--- src/hdl/slew_lim_pkg.sv ---
package slew_lim_pkg;

	localparam int PAN_W   = 17;
	localparam int TILT_W  = 16;
	localparam int ZOOM_W  = 16;
	localparam int PSTEP_W = 16;
	localparam int TSTEP_W = 15;
	localparam int ZSTEP_W = 16;
	localparam int TOL_W   = 10;
	localparam int OP_W    = 3;
	localparam int CIDX_W  = 3;
	localparam int CDATA_W = 16;
	localparam int IN_TDATA_W  = 56;
	localparam int OUT_TDATA_W = 56;

	localparam logic [PSTEP_W-1:0] PAN_STEP_RST  = PSTEP_W'(100);
	localparam logic [TSTEP_W-1:0] TILT_STEP_RST = TSTEP_W'(100);
	localparam logic [ZSTEP_W-1:0] ZOOM_STEP_RST = ZSTEP_W'(100);
	localparam logic [TOL_W-1:0]   ANGLE_TOL_RST = TOL_W'(10);
	localparam logic [TOL_W-1:0]   ZOOM_TOL_RST  = TOL_W'(10);

	typedef enum logic [OP_W-1:0] {
		OP_TICK     = 3'd0,
		OP_SET_PAN  = 3'd1,
		OP_SET_TILT = 3'd2,
		OP_SET_ZOOM = 3'd3,
		OP_SET_ALL  = 3'd4,
		OP_STOP     = 3'd5
	} op_t;

	typedef enum logic [CIDX_W-1:0] {
		CFG_PAN_STEP  = 3'd0,
		CFG_TILT_STEP = 3'd1,
		CFG_ZOOM_STEP = 3'd2,
		CFG_ANGLE_TOL = 3'd3,
		CFG_ZOOM_TOL  = 3'd4
	} cfg_idx_t;

	typedef struct packed {
		logic [PSTEP_W-1:0] pan_step;
		logic [TSTEP_W-1:0] tilt_step;
		logic [ZSTEP_W-1:0] zoom_step;
		logic [TOL_W-1:0]   angle_tolerance;
		logic [TOL_W-1:0]   zoom_tolerance;
	} cfg_t;

	typedef struct packed {
		logic [OP_W-1:0]          op;
		logic signed [PAN_W-1:0]  pan_target;
		logic signed [TILT_W-1:0] tilt_target;
		logic [ZOOM_W-1:0]        zoom_target;
	} cmd_t;

	typedef struct packed {
		logic signed [PAN_W-1:0]  pan_now;
		logic signed [TILT_W-1:0] tilt_now;
		logic [ZOOM_W-1:0]        zoom_now;
		logic                     changed;
		logic                     is_moving;
		logic                     done_res;
	} res_t;

endpackage

--- src/hdl/slew_lim_cfg_regs.sv ---
module slew_lim_cfg_regs (
	input  logic                                clk,
	input  logic                                arst_n,
	input  logic                                cfg_we,
	input  logic [slew_lim_pkg::CIDX_W-1:0]     cfg_index,
	input  logic [slew_lim_pkg::CDATA_W-1:0]    cfg_data,
	output slew_lim_pkg::cfg_t                  cfg
);
	import slew_lim_pkg::*;

	cfg_t cfg_q;

	always_ff @(posedge clk or negedge arst_n) begin
		if (!arst_n) begin
			cfg_q.pan_step        <= PAN_STEP_RST;
			cfg_q.tilt_step       <= TILT_STEP_RST;
			cfg_q.zoom_step       <= ZOOM_STEP_RST;
			cfg_q.angle_tolerance <= ANGLE_TOL_RST;
			cfg_q.zoom_tolerance  <= ZOOM_TOL_RST;
		end else if (cfg_we) begin
			unique case (cfg_idx_t'(cfg_index))
				CFG_PAN_STEP:  cfg_q.pan_step        <= cfg_data[PSTEP_W-1:0];
				CFG_TILT_STEP: cfg_q.tilt_step       <= cfg_data[TSTEP_W-1:0];
				CFG_ZOOM_STEP: cfg_q.zoom_step       <= cfg_data[ZSTEP_W-1:0];
				CFG_ANGLE_TOL: cfg_q.angle_tolerance <= cfg_data[TOL_W-1:0];
				CFG_ZOOM_TOL:  cfg_q.zoom_tolerance  <= cfg_data[TOL_W-1:0];
				default: ;
			endcase
		end
	end

	assign cfg = cfg_q;

endmodule

--- src/hdl/slew_lim_axis.sv ---
module slew_lim_axis #(
	parameter int W = 17
) (
	input  logic signed [W-1:0]              pos,
	input  logic signed [W-1:0]              goal,
	input  logic [W-1:0]                     step,
	input  logic [slew_lim_pkg::TOL_W-1:0]   tol,
	output logic signed [W-1:0]              pos_next,
	output logic                             moved,
	output logic                             near
);
	import slew_lim_pkg::*;

	logic signed [W:0] diff;
	logic [W:0]        mag;
	logic [W:0]        step_ext;
	logic [W:0]        tol_ext;
	logic [W:0]        pos_ext;
	logic [W:0]        up;
	logic [W:0]        dn;
	logic              step_br;
	logic              snap_br;

	assign diff     = {goal[W-1], goal} - {pos[W-1], pos};
	assign mag      = diff[W] ? (~unsigned'(diff) + 1'b1) : unsigned'(diff);
	assign step_ext = {1'b0, step};
	assign tol_ext  = (W+1)'(tol);
	assign pos_ext  = {pos[W-1], pos};
	assign up       = pos_ext + step_ext;
	assign dn       = pos_ext - step_ext;

	assign step_br = mag > step_ext;
	assign snap_br = !step_br && (mag > tol_ext);
	assign near    = mag <= tol_ext;
	assign moved   = step_br || snap_br;

	// step never crosses the goal, so the low bits are the new position
	always_comb begin
		if (step_br) begin
			pos_next = diff[W] ? signed'(dn[W-1:0]) : signed'(up[W-1:0]);
		end else if (snap_br) begin
			pos_next = goal;
		end else begin
			pos_next = pos;
		end
	end

endmodule

--- src/hdl/slew_lim_core.sv ---
module slew_lim_core (
	input  logic                 clk,
	input  logic                 arst_n,
	input  logic                 commit,
	input  slew_lim_pkg::cmd_t   cmd,
	input  slew_lim_pkg::cfg_t   cfg,
	output slew_lim_pkg::res_t   res
);
	import slew_lim_pkg::*;

	logic signed [PAN_W-1:0]  pan_pos_q,  pan_goal_q,  pan_pos_d,  pan_goal_d;
	logic signed [TILT_W-1:0] tilt_pos_q, tilt_goal_q, tilt_pos_d, tilt_goal_d;
	logic [ZOOM_W-1:0]        zoom_pos_q, zoom_goal_q, zoom_pos_d, zoom_goal_d;
	logic                     active_q, active_d;

	logic signed [PAN_W-1:0]  pan_nxt;
	logic signed [TILT_W-1:0] tilt_nxt;
	logic signed [ZOOM_W:0]   zoom_nxt;
	logic                     pan_mv, tilt_mv, zoom_mv;
	logic                     pan_near, tilt_near, zoom_near;
	logic                     changed, done;

	slew_lim_axis #(.W(PAN_W)) u_pan (
		.pos      (pan_pos_q),
		.goal     (pan_goal_q),
		.step     (PAN_W'(cfg.pan_step)),
		.tol      (cfg.angle_tolerance),
		.pos_next (pan_nxt),
		.moved    (pan_mv),
		.near     (pan_near)
	);

	slew_lim_axis #(.W(TILT_W)) u_tilt (
		.pos      (tilt_pos_q),
		.goal     (tilt_goal_q),
		.step     (TILT_W'(cfg.tilt_step)),
		.tol      (cfg.angle_tolerance),
		.pos_next (tilt_nxt),
		.moved    (tilt_mv),
		.near     (tilt_near)
	);

	// zoom is unsigned; widen by one bit so it runs as a signed axis
	slew_lim_axis #(.W(ZOOM_W+1)) u_zoom (
		.pos      (signed'({1'b0, zoom_pos_q})),
		.goal     (signed'({1'b0, zoom_goal_q})),
		.step     ((ZOOM_W+1)'(cfg.zoom_step)),
		.tol      (cfg.zoom_tolerance),
		.pos_next (zoom_nxt),
		.moved    (zoom_mv),
		.near     (zoom_near)
	);

	always_comb begin
		pan_pos_d   = pan_pos_q;
		tilt_pos_d  = tilt_pos_q;
		zoom_pos_d  = zoom_pos_q;
		pan_goal_d  = pan_goal_q;
		tilt_goal_d = tilt_goal_q;
		zoom_goal_d = zoom_goal_q;
		active_d    = active_q;
		changed     = 1'b0;
		done        = 1'b0;
		unique case (op_t'(cmd.op))
			OP_TICK: begin
				if (active_q) begin
					pan_pos_d  = pan_nxt;
					tilt_pos_d = tilt_nxt;
					zoom_pos_d = zoom_nxt[ZOOM_W-1:0];
					changed    = pan_mv || tilt_mv || zoom_mv;
					// arrival is judged on the positions before this update
					if (pan_near && tilt_near && zoom_near) begin
						active_d = 1'b0;
						done     = 1'b1;
					end
				end
			end
			OP_SET_PAN: begin
				pan_goal_d = cmd.pan_target;
				active_d   = 1'b1;
			end
			OP_SET_TILT: begin
				tilt_goal_d = cmd.tilt_target;
				active_d    = 1'b1;
			end
			OP_SET_ZOOM: begin
				zoom_goal_d = cmd.zoom_target;
				active_d    = 1'b1;
			end
			OP_SET_ALL: begin
				pan_goal_d  = cmd.pan_target;
				tilt_goal_d = cmd.tilt_target;
				zoom_goal_d = cmd.zoom_target;
				active_d    = 1'b1;
			end
			OP_STOP: active_d = 1'b0;
			default: ;
		endcase
	end

	always_ff @(posedge clk or negedge arst_n) begin
		if (!arst_n) begin
			pan_pos_q   <= '0;
			tilt_pos_q  <= '0;
			zoom_pos_q  <= '0;
			pan_goal_q  <= '0;
			tilt_goal_q <= '0;
			zoom_goal_q <= '0;
			active_q    <= 1'b0;
		end else if (commit) begin
			pan_pos_q   <= pan_pos_d;
			tilt_pos_q  <= tilt_pos_d;
			zoom_pos_q  <= zoom_pos_d;
			pan_goal_q  <= pan_goal_d;
			tilt_goal_q <= tilt_goal_d;
			zoom_goal_q <= zoom_goal_d;
			active_q    <= active_d;
		end
	end

	assign res.pan_now   = pan_pos_d;
	assign res.tilt_now  = tilt_pos_d;
	assign res.zoom_now  = zoom_pos_d;
	assign res.changed   = changed;
	assign res.is_moving = active_d;
	assign res.done_res  = done;

endmodule

--- src/hdl/three_axis_slew_limiter_unit.sv ---
// Path: an input transfer is held in the input register, then the position
// update writes its result into the output register on the master side.
// Throughput: one item per cycle unless m_axis_tready stalls the output;
// the single update stage closes the position loop, so items need not wait.
// Reset: arst_n clears positions, goals, motion flag and both valid flags;
// the step and tolerance registers return to their default values.
module three_axis_slew_limiter_unit (
	input  logic                                      clk,
	input  logic                                      arst_n,
	// pan_target[16:0], tilt_target[32:17], zoom_target[48:33], zero pad
	input  logic [slew_lim_pkg::IN_TDATA_W-1:0]       s_axis_tdata,
	// op[2:0]
	input  logic [slew_lim_pkg::OP_W-1:0]             s_axis_tuser,
	input  logic                                      s_axis_tvalid,
	output logic                                      s_axis_tready,
	// pan_now[16:0], tilt_now[32:17], zoom_now[48:33], changed[49],
	// is_moving[50], done_res[51], zero pad
	output logic [slew_lim_pkg::OUT_TDATA_W-1:0]      m_axis_tdata,
	output logic                                      m_axis_tvalid,
	input  logic                                      m_axis_tready,
	input  logic                                      cfg_we,
	input  logic [slew_lim_pkg::CIDX_W-1:0]           cfg_index,
	input  logic [slew_lim_pkg::CDATA_W-1:0]          cfg_data
);
	import slew_lim_pkg::*;

	localparam int IN_USED  = PAN_W + TILT_W + ZOOM_W;
	localparam int OUT_USED = PAN_W + TILT_W + ZOOM_W + 3;

	cfg_t cfg;
	cmd_t cmd_s1;
	res_t res_d;
	res_t res_q;
	logic s1_valid_q;
	logic out_valid_q;
	logic advance;

	slew_lim_cfg_regs u_cfg (
		.clk       (clk),
		.arst_n    (arst_n),
		.cfg_we    (cfg_we),
		.cfg_index (cfg_index),
		.cfg_data  (cfg_data),
		.cfg       (cfg)
	);

	// move the held item on when the output slot is free or being drained
	assign advance       = s1_valid_q && (!out_valid_q || m_axis_tready);
	assign s_axis_tready = !s1_valid_q || advance;

	always_ff @(posedge clk or negedge arst_n) begin
		if (!arst_n) begin
			s1_valid_q <= 1'b0;
		end else if (s_axis_tvalid && s_axis_tready) begin
			s1_valid_q <= 1'b1;
		end else if (advance) begin
			s1_valid_q <= 1'b0;
		end
	end

	always_ff @(posedge clk) begin
		if (s_axis_tvalid && s_axis_tready) begin
			cmd_s1.op          <= s_axis_tuser;
			cmd_s1.pan_target  <= signed'(s_axis_tdata[PAN_W-1:0]);
			cmd_s1.tilt_target <= signed'(s_axis_tdata[PAN_W+TILT_W-1:PAN_W]);
			cmd_s1.zoom_target <= s_axis_tdata[IN_USED-1:PAN_W+TILT_W];
		end
	end

	slew_lim_core u_core (
		.clk    (clk),
		.arst_n (arst_n),
		.commit (advance),
		.cmd    (cmd_s1),
		.cfg    (cfg),
		.res    (res_d)
	);

	always_ff @(posedge clk or negedge arst_n) begin
		if (!arst_n) begin
			out_valid_q <= 1'b0;
		end else if (advance) begin
			out_valid_q <= 1'b1;
		end else if (m_axis_tready) begin
			out_valid_q <= 1'b0;
		end
	end

	always_ff @(posedge clk) begin
		if (advance) begin
			res_q <= res_d;
		end
	end

	assign m_axis_tvalid = out_valid_q;
	assign m_axis_tdata  = {
		(OUT_TDATA_W-OUT_USED)'(0),
		res_q.done_res,
		res_q.is_moving,
		res_q.changed,
		res_q.zoom_now,
		res_q.tilt_now,
		res_q.pan_now
	};

endmodule

--- config.mk ---
export PLATFORM = sky130hd
export DESIGN_NAME = three_axis_slew_limiter_unit
export DESIGN_NICKNAME = d
export VERILOG_FILES = /design/src/hdl/slew_lim_pkg.sv /design/src/hdl/slew_lim_cfg_regs.sv /design/src/hdl/slew_lim_axis.sv /design/src/hdl/slew_lim_core.sv /design/src/hdl/three_axis_slew_limiter_unit.sv
export SDC_FILE = /design/constraint.sdc
export NUM_CORES = 1
export LEC_CHECK = 0
export BUFFER_PORTS_ARGS = -buffer_cell sky130_fd_sc_hd__buf_4
export CORE_MARGIN = 3
export CORE_UTILIZATION = 45
export CTS_BUF_LIST = sky130_fd_sc_hd__clkbuf_8
export DETAILED_ROUTE_END_ITERATION = 16
export PLACE_DENSITY = 0.59
export SLEW_MARGIN = 20
export SYNTH_ARGS = -nofsm -noshare
export SYNTH_HDL_FRONTEND = slang
export SYNTH_SLANG_ARGS = --single-unit
export TNS_END_PERCENT = 5
--- constraint.sdc ---
create_clock -name clk -period 7 [get_ports clk]
set_input_delay 0 -clock clk [delete_from_list [all_inputs] [get_ports clk]]
set_output_delay 0 -clock clk [all_outputs]
set_load 0.02 [all_outputs]
# --- After elaboration in Yosys (flattened, before gate mapping) ---
# Index checks and enable logic that the tools add are counted.
totals:
  out_inout_bits: 58
  elab_cells: 119
  ff_bits: 272
  inputBits: 83
op_classes:
  n_eq_ne: 9
  n_mux: 26
  n_lt_le_gt_ge: 9
  bitwise: 3
  addsub: 12
  n_reduce_logical: 36
ops:
  columns: ["operator", "n"]
  rows:
  - ["16-bit 2-to-1 mux", 10]
  - ["17-bit 2-to-1 mux", 6]
  - ["18-bit by 1-bit adder with 18-bit output (second input constant)", 2]
  - ["18-bit by 10-bit greater-than comparator with 1-bit output", 2]
  - ["18-bit by 16-bit greater-than comparator with 1-bit output", 2]
  - ["18-bit by 10-bit <= comparator with 1-bit output", 2]
  - ["18-bit 2-to-1 mux", 2]
  - ["18-bit NOT", 2]
  - ["16-bit by 16-bit subtractor with 17-bit output", 2]
  - ["16-bit adder", 2]
  - ["16-bit subtractor", 2]
  - ["2-bit AND reduction", 9]
  - ["17-bit by 17-bit subtractor with 18-bit output", 1]
  - ["17-bit by 1-bit adder with 17-bit output (second input constant)", 1]
  - ["17-bit adder", 1]
  - ["17-bit by 10-bit greater-than comparator with 1-bit output", 1]
  - ["17-bit by 15-bit greater-than comparator with 1-bit output", 1]
  - ["17-bit by 10-bit <= comparator with 1-bit output", 1]
  - ["17-bit NOT", 1]
  - ["17-bit subtractor", 1]
  - ["3-bit by 2-bit equality test with 1-bit output (second input constant)", 4]
  - ["3-bit equality test (second input constant)", 3]
  - ["1-bit logical AND", 7]
  - ["1-bit logical OR", 7]
  - ["other kinds (8)", 23]

# --- Logic depth before layout (Yosys ltp) ---
# Gate-level depths: netlist (run 1).
logic_depth:
  word_depth: 11
  ltp_mapped: 27
  mapped_depth_nobuf: 24

# --- By module ---
# Synthesis (run 1) repeated with hierarchy kept, for this count alone.
unflattened:
  hier_cells: 2115
  hier_area_um2: 21415.5
by_module_without_submodules:
  columns: ["mod", "cells_per_inst", "area_each_um2", "n_inst", "seq_area_each_um2"]
  rows:
  - ["slew_lim_core", 289, 4418.0, 1, 2477.4]
  - ["slew_lim_axis at u_core.u_tilt", 524, 3764.9, 1, 0.0]
  - ["slew_lim_axis at u_core.u_zoom", 517, 3763.6, 1, 0.0]
  - ["slew_lim_axis at u_core.u_pan", 522, 3644.7, 1, 0.0]
  - ["three_axis_slew_limiter_unit", 117, 3260.6, 1, 3173.0]
  - ["slew_lim_cfg_regs", 146, 2563.7, 1, 1692.9]

# --- Worst setup path before layout (run 1) ---
# Ideal clock, no wire load.
synth_path:
  kind: "register -> register"
  startpoint: "register u_core.tilt_goal_q[0]"
  endpoint: "register res_q, in the netlist m_axis_tdata[32] (data pin)"
  path_buffers: 2
  stages_incl_launch_ff: 25
  setup_ns: 0.261
  synth_period_minus_slack_ns: 5.881
  path_slack_ns: 1.119
  arrival_ns: 5.620
  t_required_ns: 6.739
  cell_sequence: "dfrtp_1 -> inv_1 -> ha_1 -> fa_1 -> nand2b_1 -> a211oi_1 -> o21ai_0 -> a41o_1 -> a31oi_1 -> clkbuf_1 -> clkbuf_1 -> nor2_1 -> a21oi_1 -> ha_1 -> a21o_1 -> a21o_1 -> a21o_1 -> a31o_2 -> a211o_1 -> a21o_1 -> a21oi_1 -> o21ai_0 -> a31oi_1 -> xnor2_1 -> a221o_1"
synth_rtl:
  columns: ["item", "line_no", "text"]
  rows:
  - ["start: declaration", "slew_lim_core.sv:12", "logic signed [TILT_W-1:0] tilt_pos_q, tilt_goal_q, tilt_pos_d, tilt_goal_d;"]
  - ["start signal: assignment", "slew_lim_core.sv:115", "tilt_goal_q <= tilt_goal_d;"]
  - ["end signal: assignment", "three_axis_slew_limiter_unit.sv:91", "res_q <= res_d;"]
  - ["end: declaration", "three_axis_slew_limiter_unit.sv:33", "res_t res_q;"]

==> results.py, run 1 <==
metrics = {
    "outcome": {
        "run_status": "complete, no violations",
    },
    "sta": {
        "maxClockFrequency_ghz": 0.159,
        "slew-limit-headroom": 0.381,
        "timing.final.hold_violations": 0,
        "final-max-slew-violation-count": 0,
        "setup_viol": 0,
        "setup_repair_after_global_routing_missed_its_margin": "false",
        "finalClockSkew_ns": 0.0267,
        "hold_slack_ns": 0.0756,
        "period_needed_ns": 6.27,
        "timing.setup.tns_ns": 0,
        "layout_worst_path_cycle_share": 0.896,
        "worst-slew-pin-transition_ns": 0.928,
    },
    "route": {
        "routed_via_density": 5.72,
        "drt.antenna.violating_nets": 0,
        "detailroute.via_count": 17100,
        "route.detailed.drc": 0,
        "drt-total-wl_mm": 57.9,
        "firstDrtPassIters": 5,
        "detailedRoute.firstIterationViolations": 1163,
        "wl_per_cell_um": 19.4,
    },
    "synth": {
        "synthDominantAreaCellType": "dfrtp_1",
        "ffs_w_async_s_r_synth": 0.618,
        "synth_area_per_cell_sq_um": 9.25,
        "yosysUniqueCellTypes": 88,
        "number_of_enable_type_register_cells_in_the_synthesized_netlist": 104,
        "yosys_warnings": 0,
        "postSynthCellCount": 2136,
        "synth_top_cell_area_share": 0.196,
        "top_area_cells_in_the_synthesized_netlist": "dfrtp_1, edfxtp_1, ha_1",
        "synthesis.area_sq_mm": 0.0198,
        "synth.top_cells.by_count": "nand2_1, ha_1, inv_1, dfrtp_1, o21ai_0",
        "synth_most_common_cell": "nand2_1",
        "postSynth.topFlopCell": "dfrtp_1",
        "synth-seq-area-share": 0.372,
        "yosys_register_bits": 272,
    },
    "setup_path": {
        "worst_setup_path_end_kind": "flip-flop",
        "critPathKind": "flip-flop to flip-flop",
        "start_kind": "flip-flop",
        "critPathMaxFanout": 10,
        "critPathMaxStageDelay_ns": 0.61,
        "crit_path_cells": "inv_1 -> ha_1 -> and4_1 -> a32o_1 -> a211o_1 -> o31ai_4 -> o31a_1 -> o21ai_0 -> xnor2_1 -> ha_1 -> nand4_1 -> nor3_1 -> a21oi_1 -> o21ai_0 -> a31o_2 -> nor3b_1 -> nand3_1 -> a2bb2oi_1 -> nor3_1 -> and2_1 -> nor2_1 -> o221ai_1",
        "cp_top_family": "compound AO/OA/AOI/OAI gates",
        "critical-path-slowest-cell": "nor2_1",
        "critPathBufInv": 1,
        "reg2reg_setup_slack_ns": 0.73,
        "worst_ep_arrival_time_ns": 6.60,
        "worstPathRequired_ns": 7.33,
    },
    "job": {
        "maxCapViolCount": 0,
    },
    "final_layout": {
        "seq_area_sq_mm": 0.00734,
        "synthToLayoutAreaGrowth_pct": 17.8,
        "final_nets": 2626,
        "multi_input_area_sq_mm": 0.0115,
        "filler_cell_count": 4029,
        "share_of_the_core_filled_with_cells": 0.539,
        "finish.cell_count_without_fillers": 2986,
        "drive_above_1_share": 0.140,
    },
    "clock_network": {
        "root_buffer": "clkbuf_8",
        "ctsLongestPathBuffers": 3,
        "clock_tree_from_tritoncts": "yes",
        "postCtsSetupRepairBufs": 0,
        "clk_pin_slew_ns": 0.06,
        "insertion_delay_ns": 0.63,
        "cts.htree.levels": 2,
        "cts_inserted_buffers": 49,
        "cts_num_sinks": 272,
    },
    "placed_design": {
        "place.detailed.instances": 2808,
        "finalWeightedCongestion": 0.930,
        "io_buffers": 129,
        "hpwl_dp_mm": 43.2,
    },
    "global_route": {
        "antenna_found_initial": 2,
        "largest_net_degree_at_the_start_of_global_routing": 69,
        "number_of_global_route_vias_before_repair": 17000,
        "groute.usage.overall": 0.249,
        "grt_pass1_wl_mm": 92.6,
        "overflow": 0,
    },
    "die": {
        "die-width_um": 215,
        "num_rows": 76,
        "fp.dieArea_sq_mm": 0.0464,
        "dieHeight_um": 215,
        "ios": 141,
        "start_util": 0.457,
        "placeableCoreArea_sq_mm": 0.0432,
    },
    "worst_hold_path": {
        "timing.hold.worst.class": "input port to flip-flop",
    },
}
[timing repair]
action	CTS	global route
hold buffers	85	0
resized for setup	0	0
hold endpoints to repair	196	0
[final timing paths]
| kind | from | endpoint | cells past startpoint |
|---|---|---|---|
| max in group asynchronous | arst_n | u_core.zoom_goal_q[5] | 4 |
| setup / recovery | u_core.zoom_pos_q[6] | m_axis_tdata[34] | 22 |
| min in group asynchronous | arst_n | u_cfg.cfg[63] | 3 |
| hold reg to reg | cmd_s1[17] | u_core.tilt_goal_q[1] | 2 |
| hold / removal | s_axis_tdata[10] | cmd_s1[42] | 2 |
| setup reg to reg | u_core.zoom_pos_q[6] | m_axis_tdata[34] | 22 |
[metrics by stage]
| stage | area (sq um) | setup slack, ns |
|---|---|---|
| final | 23300 | 0.729 |
| after global routing | 23300 | 0.215 |
| after CTS | 23300 | 0.643 |
| after detailed placement | 21400 | 0.684 |
| after global placement | 21400 | 0.774 |
| after floorplan | 19800 | 1.12 |
[sequential cells by signal, summed over array words and instances (netlist names)]
register and flops:
u_cfg.cfg 67, m_axis_tvalid 1, cmd_s1 52, u_core.zoom_pos_q 16, u_core.zoom_goal_q 16, m_axis_tdata 52
u_core.tilt_goal_q 16, u_core.tilt_pos_q 16, u_core.active_q 1, u_core.pan_goal_q 17, u_core.pan_pos_q 17, s1_valid_q 1
[cell usage in the layout, fill, tap and decap left out, drive strengths merged, types with 104 or more instances in the layout]
cell	instances
inv	191
nand2	181
ha	178
buf	162
dfrtp	155
o21ai	150
nor2	143
a21oi	120
xnor2	119
edfxtp	104
[layer usage]
metal,GRT usage,vias up,wire [um]
met3,0.0475,141,3180
li1,-,8257,-
met1,0.324,8221,25600
met5,0,-,17
met4,0.0980,2,2380
met2,0.411,447,26600
[cells by family after synthesis]
family,Yosys count,synth area share
and+or+nand+nor,599,0.146
DFF,272,0.372
adders and majority gates,184,0.119
muxes,64,0.0359
xor gates and xnor gates,154,0.0687
other,1,0.000190
AOI/OAI and AO/OA,613,0.210
buffers and inverters,249,0.0494
[final cells by class]
class	instances	share of cell area
repair buffers	246	0.0894
well taps	585	0.0314
inverters	172	0.0277
diodes	1	0.000108
flip-flops and latches	272	0.316
multi-input cells	1618	0.493
clock inverters	38	0.0109
clock buffers	54	0.0319
Power of run 1 is left out: the tool's default activity adds up to more than one toggle a clock period on the data nets, which glitch-free logic cannot reach.
==> inputs of run 2 (changes only) <==
--- a/config.mk
+++ b/config.mk
@@ -7,12 +7,13 @@
 export LEC_CHECK = 0
 export BUFFER_PORTS_ARGS = -buffer_cell sky130_fd_sc_hd__buf_4
 export CORE_MARGIN = 3
-export CORE_UTILIZATION = 45
+export CORE_UTILIZATION = 60
 export CTS_BUF_LIST = sky130_fd_sc_hd__clkbuf_8
 export DETAILED_ROUTE_END_ITERATION = 16
-export PLACE_DENSITY = 0.59
+export PLACE_DENSITY = 0.76
 export SLEW_MARGIN = 20
 export SYNTH_ARGS = -nofsm -noshare
 export SYNTH_HDL_FRONTEND = slang
+export SYNTH_HIERARCHICAL = 1
 export SYNTH_SLANG_ARGS = --single-unit
 export TNS_END_PERCENT = 5
==> run 2 against run 1 <==
Net effect: die area is 18% lower; critical path type unchanged; hold slack better by 0.023 ns; sequential share of layout area fell by 1.7 points; wire length shrank 5.0%; synthesized area rose by 8.1%; via count rose by 0.64%; highest routed layer is now met4; non-clock buffer count is 7 lower; fmax shrank 2.2%.
==> results.py, run 2 <==
metrics = {
    "outcome": {
        "run_status": "complete, no violations",
    },
    "route": {
        "firstDrtPassIters": 5,
        "wl_per_cell_um": 19.5,
        "detailedRoute.firstIterationViolations": 1163,
        "route.detailed.drc": 0,
        "drt.antenna.violating_nets": 0,
        "detailroute.via_count": 17200,
        "drt-total-wl_mm": 55.0,
        "routed_via_density": 6.10,
    },
    "final_layout": {
        "most_common_cell_after_layout_fill_and_taps_aside": "mux2_2",
        "final_nets": 2591,
        "synthToLayoutAreaGrowth_pct": 15.3,
        "antenna_cells": 0,
        "drive_above_1_share": 0.220,
        "share_of_the_core_filled_with_cells": 0.707,
        "fin_area_sq_mm": 0.0246,
        "filler_cell_count": 2592,
        "commonest_non_fill_non_tap_cells_in_the_layout": "mux2_2, ha_1, inv_1",
        "largest_register_ff_count": 67,
    },
    "global_route": {
        "groute.usage.overall": 0.287,
        "grt_pass1_wl_mm": 89.0,
        "largest_net_degree_at_the_start_of_global_routing": 77,
        "antenna_found_initial": 1,
        "number_of_global_route_vias_before_repair": 17300,
        "overflow": 0,
    },
    "die": {
        "fp.dieArea_sq_mm": 0.0379,
        "dieHeight_um": 195,
        "ios": 141,
        "num_rows": 68,
        "die-width_um": 195,
        "placeableCoreArea_sq_mm": 0.0348,
        "start_util": 0.614,
    },
    "clock_network": {
        "cts_inserted_buffers": 48,
        "clock_tree_from_tritoncts": "yes",
        "cts_num_sinks": 272,
        "root_buffer": "clkbuf_8",
        "insertion_delay_ns": 0.63,
        "clk_pin_slew_ns": 0.07,
        "postCtsSetupRepairBufs": 0,
        "cts.htree.levels": 2,
        "ctsLongestPathBuffers": 3,
    },
    "setup_path": {
        "critPathMaxStageDelay_ns": 0.45,
        "worstPathRequired_ns": 7.37,
        "cp_common_cell": "o21a_1",
        "critPathKind": "flip-flop to flip-flop",
        "critical-path-slowest-cell": "fa_1",
        "start_kind": "flip-flop",
        "critPathMaxFanout": 12,
        "worst_ep_arrival_time_ns": 6.78,
        "crit_path_cells": "ha_1 -> fa_1 -> nand2b_1 -> a211o_1 -> nand3_1 -> a2111o_1 -> a41o_1 -> nor2_1 -> a21oi_1 -> ha_1 -> nor2b_1 -> o21a_1 -> o21a_1 -> o21a_1 -> o21ai_0 -> a21oi_1 -> o31ai_1 -> o211ai_1 -> buf_4 -> o41ai_1 -> a31oi_1 -> mux2_2",
        "worst_setup_path_end_kind": "flip-flop",
    },
    "sta": {
        "timing.setup.tns_ns": 0,
        "setup_repair_after_global_routing_missed_its_margin": "false",
        "finalClockSkew_ns": 0.0247,
        "final-max-slew-violation-count": 0,
        "timing.final.hold_violations": 0,
        "period_needed_ns": 6.41,
        "worst-slew-pin-transition_ns": 1.05,
        "setup_viol": 0,
        "maxClockFrequency_ghz": 0.156,
        "slew-limit-headroom": 0.294,
        "layout_worst_path_cycle_share": 0.916,
    },
    "synth": {
        "yosys_warnings": 6,
        "postSynthCellCount": 2107,
        "synth_area_per_cell_sq_um": 10.1,
        "synthesis.area_sq_mm": 0.0213,
    },
    "placed_design": {
        "finalWeightedCongestion": 0.921,
        "post_dp_cell_area_sq_mm": 0.0227,
        "hpwl_dp_mm": 39.4,
        "io_buffers": 129,
    },
    "worst_hold_path": {
        "timing.hold.worst.class": "input port to flip-flop",
    },
    "job": {
        "maxCapViolCount": 0,
    },
}
[run 2: worst max-delay path: cells and delay by family (launching register included)]
kind / cells / cell delay [ns]
buffers and inverters: 1 / 0.35
AO/OA/AOI/OAI: 13 / 3.46
adder cells (fa/ha/maj): 3 / 1.03
multiplexers: 1 / 0.32
AND/OR/NAND/NOR: 4 / 0.58
flip-flops: 1 / 0.42
[run 2: routing by layer]
metal	wire [um]	GRT usage	part of all wire
met1	24400	0.380	0.44
met2	26100	0.479	0.48
met3	2830	0.0416	0.051
met4	1670	0.105	0.030
met5	0	0	0
[run 2: final timing paths]
path | slack [ns] | startpoint | endpoint | cells past startpoint
worst max-delay path | 0.59 | u_core/tilt_pos_q[0] | m_axis_tdata[22] | 22
worst min-delay path | 0.1 | s_axis_tuser[1] | cmd_s1[50] | 2
worst max register to register | 0.59 | u_core/tilt_pos_q[0] | m_axis_tdata[22] | 22
worst min register to register | 0.47 | cmd_s1[20] | u_core/tilt_goal_q[4] | 1
max in group asynchronous | 5.59 | arst_n | u_cfg/cfg[66] | 4
min in group asynchronous | 0.49 | arst_n | u_core/pan_goal_q[5] | 4
[run 2: final cells by class]
type | count | area [sq um] | area share
well taps | 455 | 569 | 0.0231
multi-input cells | 1584 | 13000 | 0.528
inverters | 174 | 656 | 0.0266
flip-flops and latches | 272 | 7340 | 0.298
repair buffers | 239 | 2030 | 0.0826
clock inverters | 33 | 235 | 0.00956
clock buffers | 57 | 785 | 0.0319
[run 2: stage by stage]
step | std cells | hold slack [ns] | worst slack [ns]
6_report | 2814 | 0.0991 | 0.591
5_1_grt | 2814 | 0.0765 | 0.146
4_1_cts | 2814 | 0.0414 | 0.710
3_5_place_dp | 2639 | -0.0535 | 0.745
3_3_place_gp | 2639 | -0.0582 | 0.915
2_1_floorplan | 2116 | -0.296 | 1.33
[run 2: timing repair]
item | 4_1_cts | 5_1_grt
setup endpoints to repair | 0 | 1
endpoints found under the hold margin | 213 | 0
hold buffers | 85 | 0
gates resized for setup | 0 | 1
Power of run 2 is left out for the same reason.
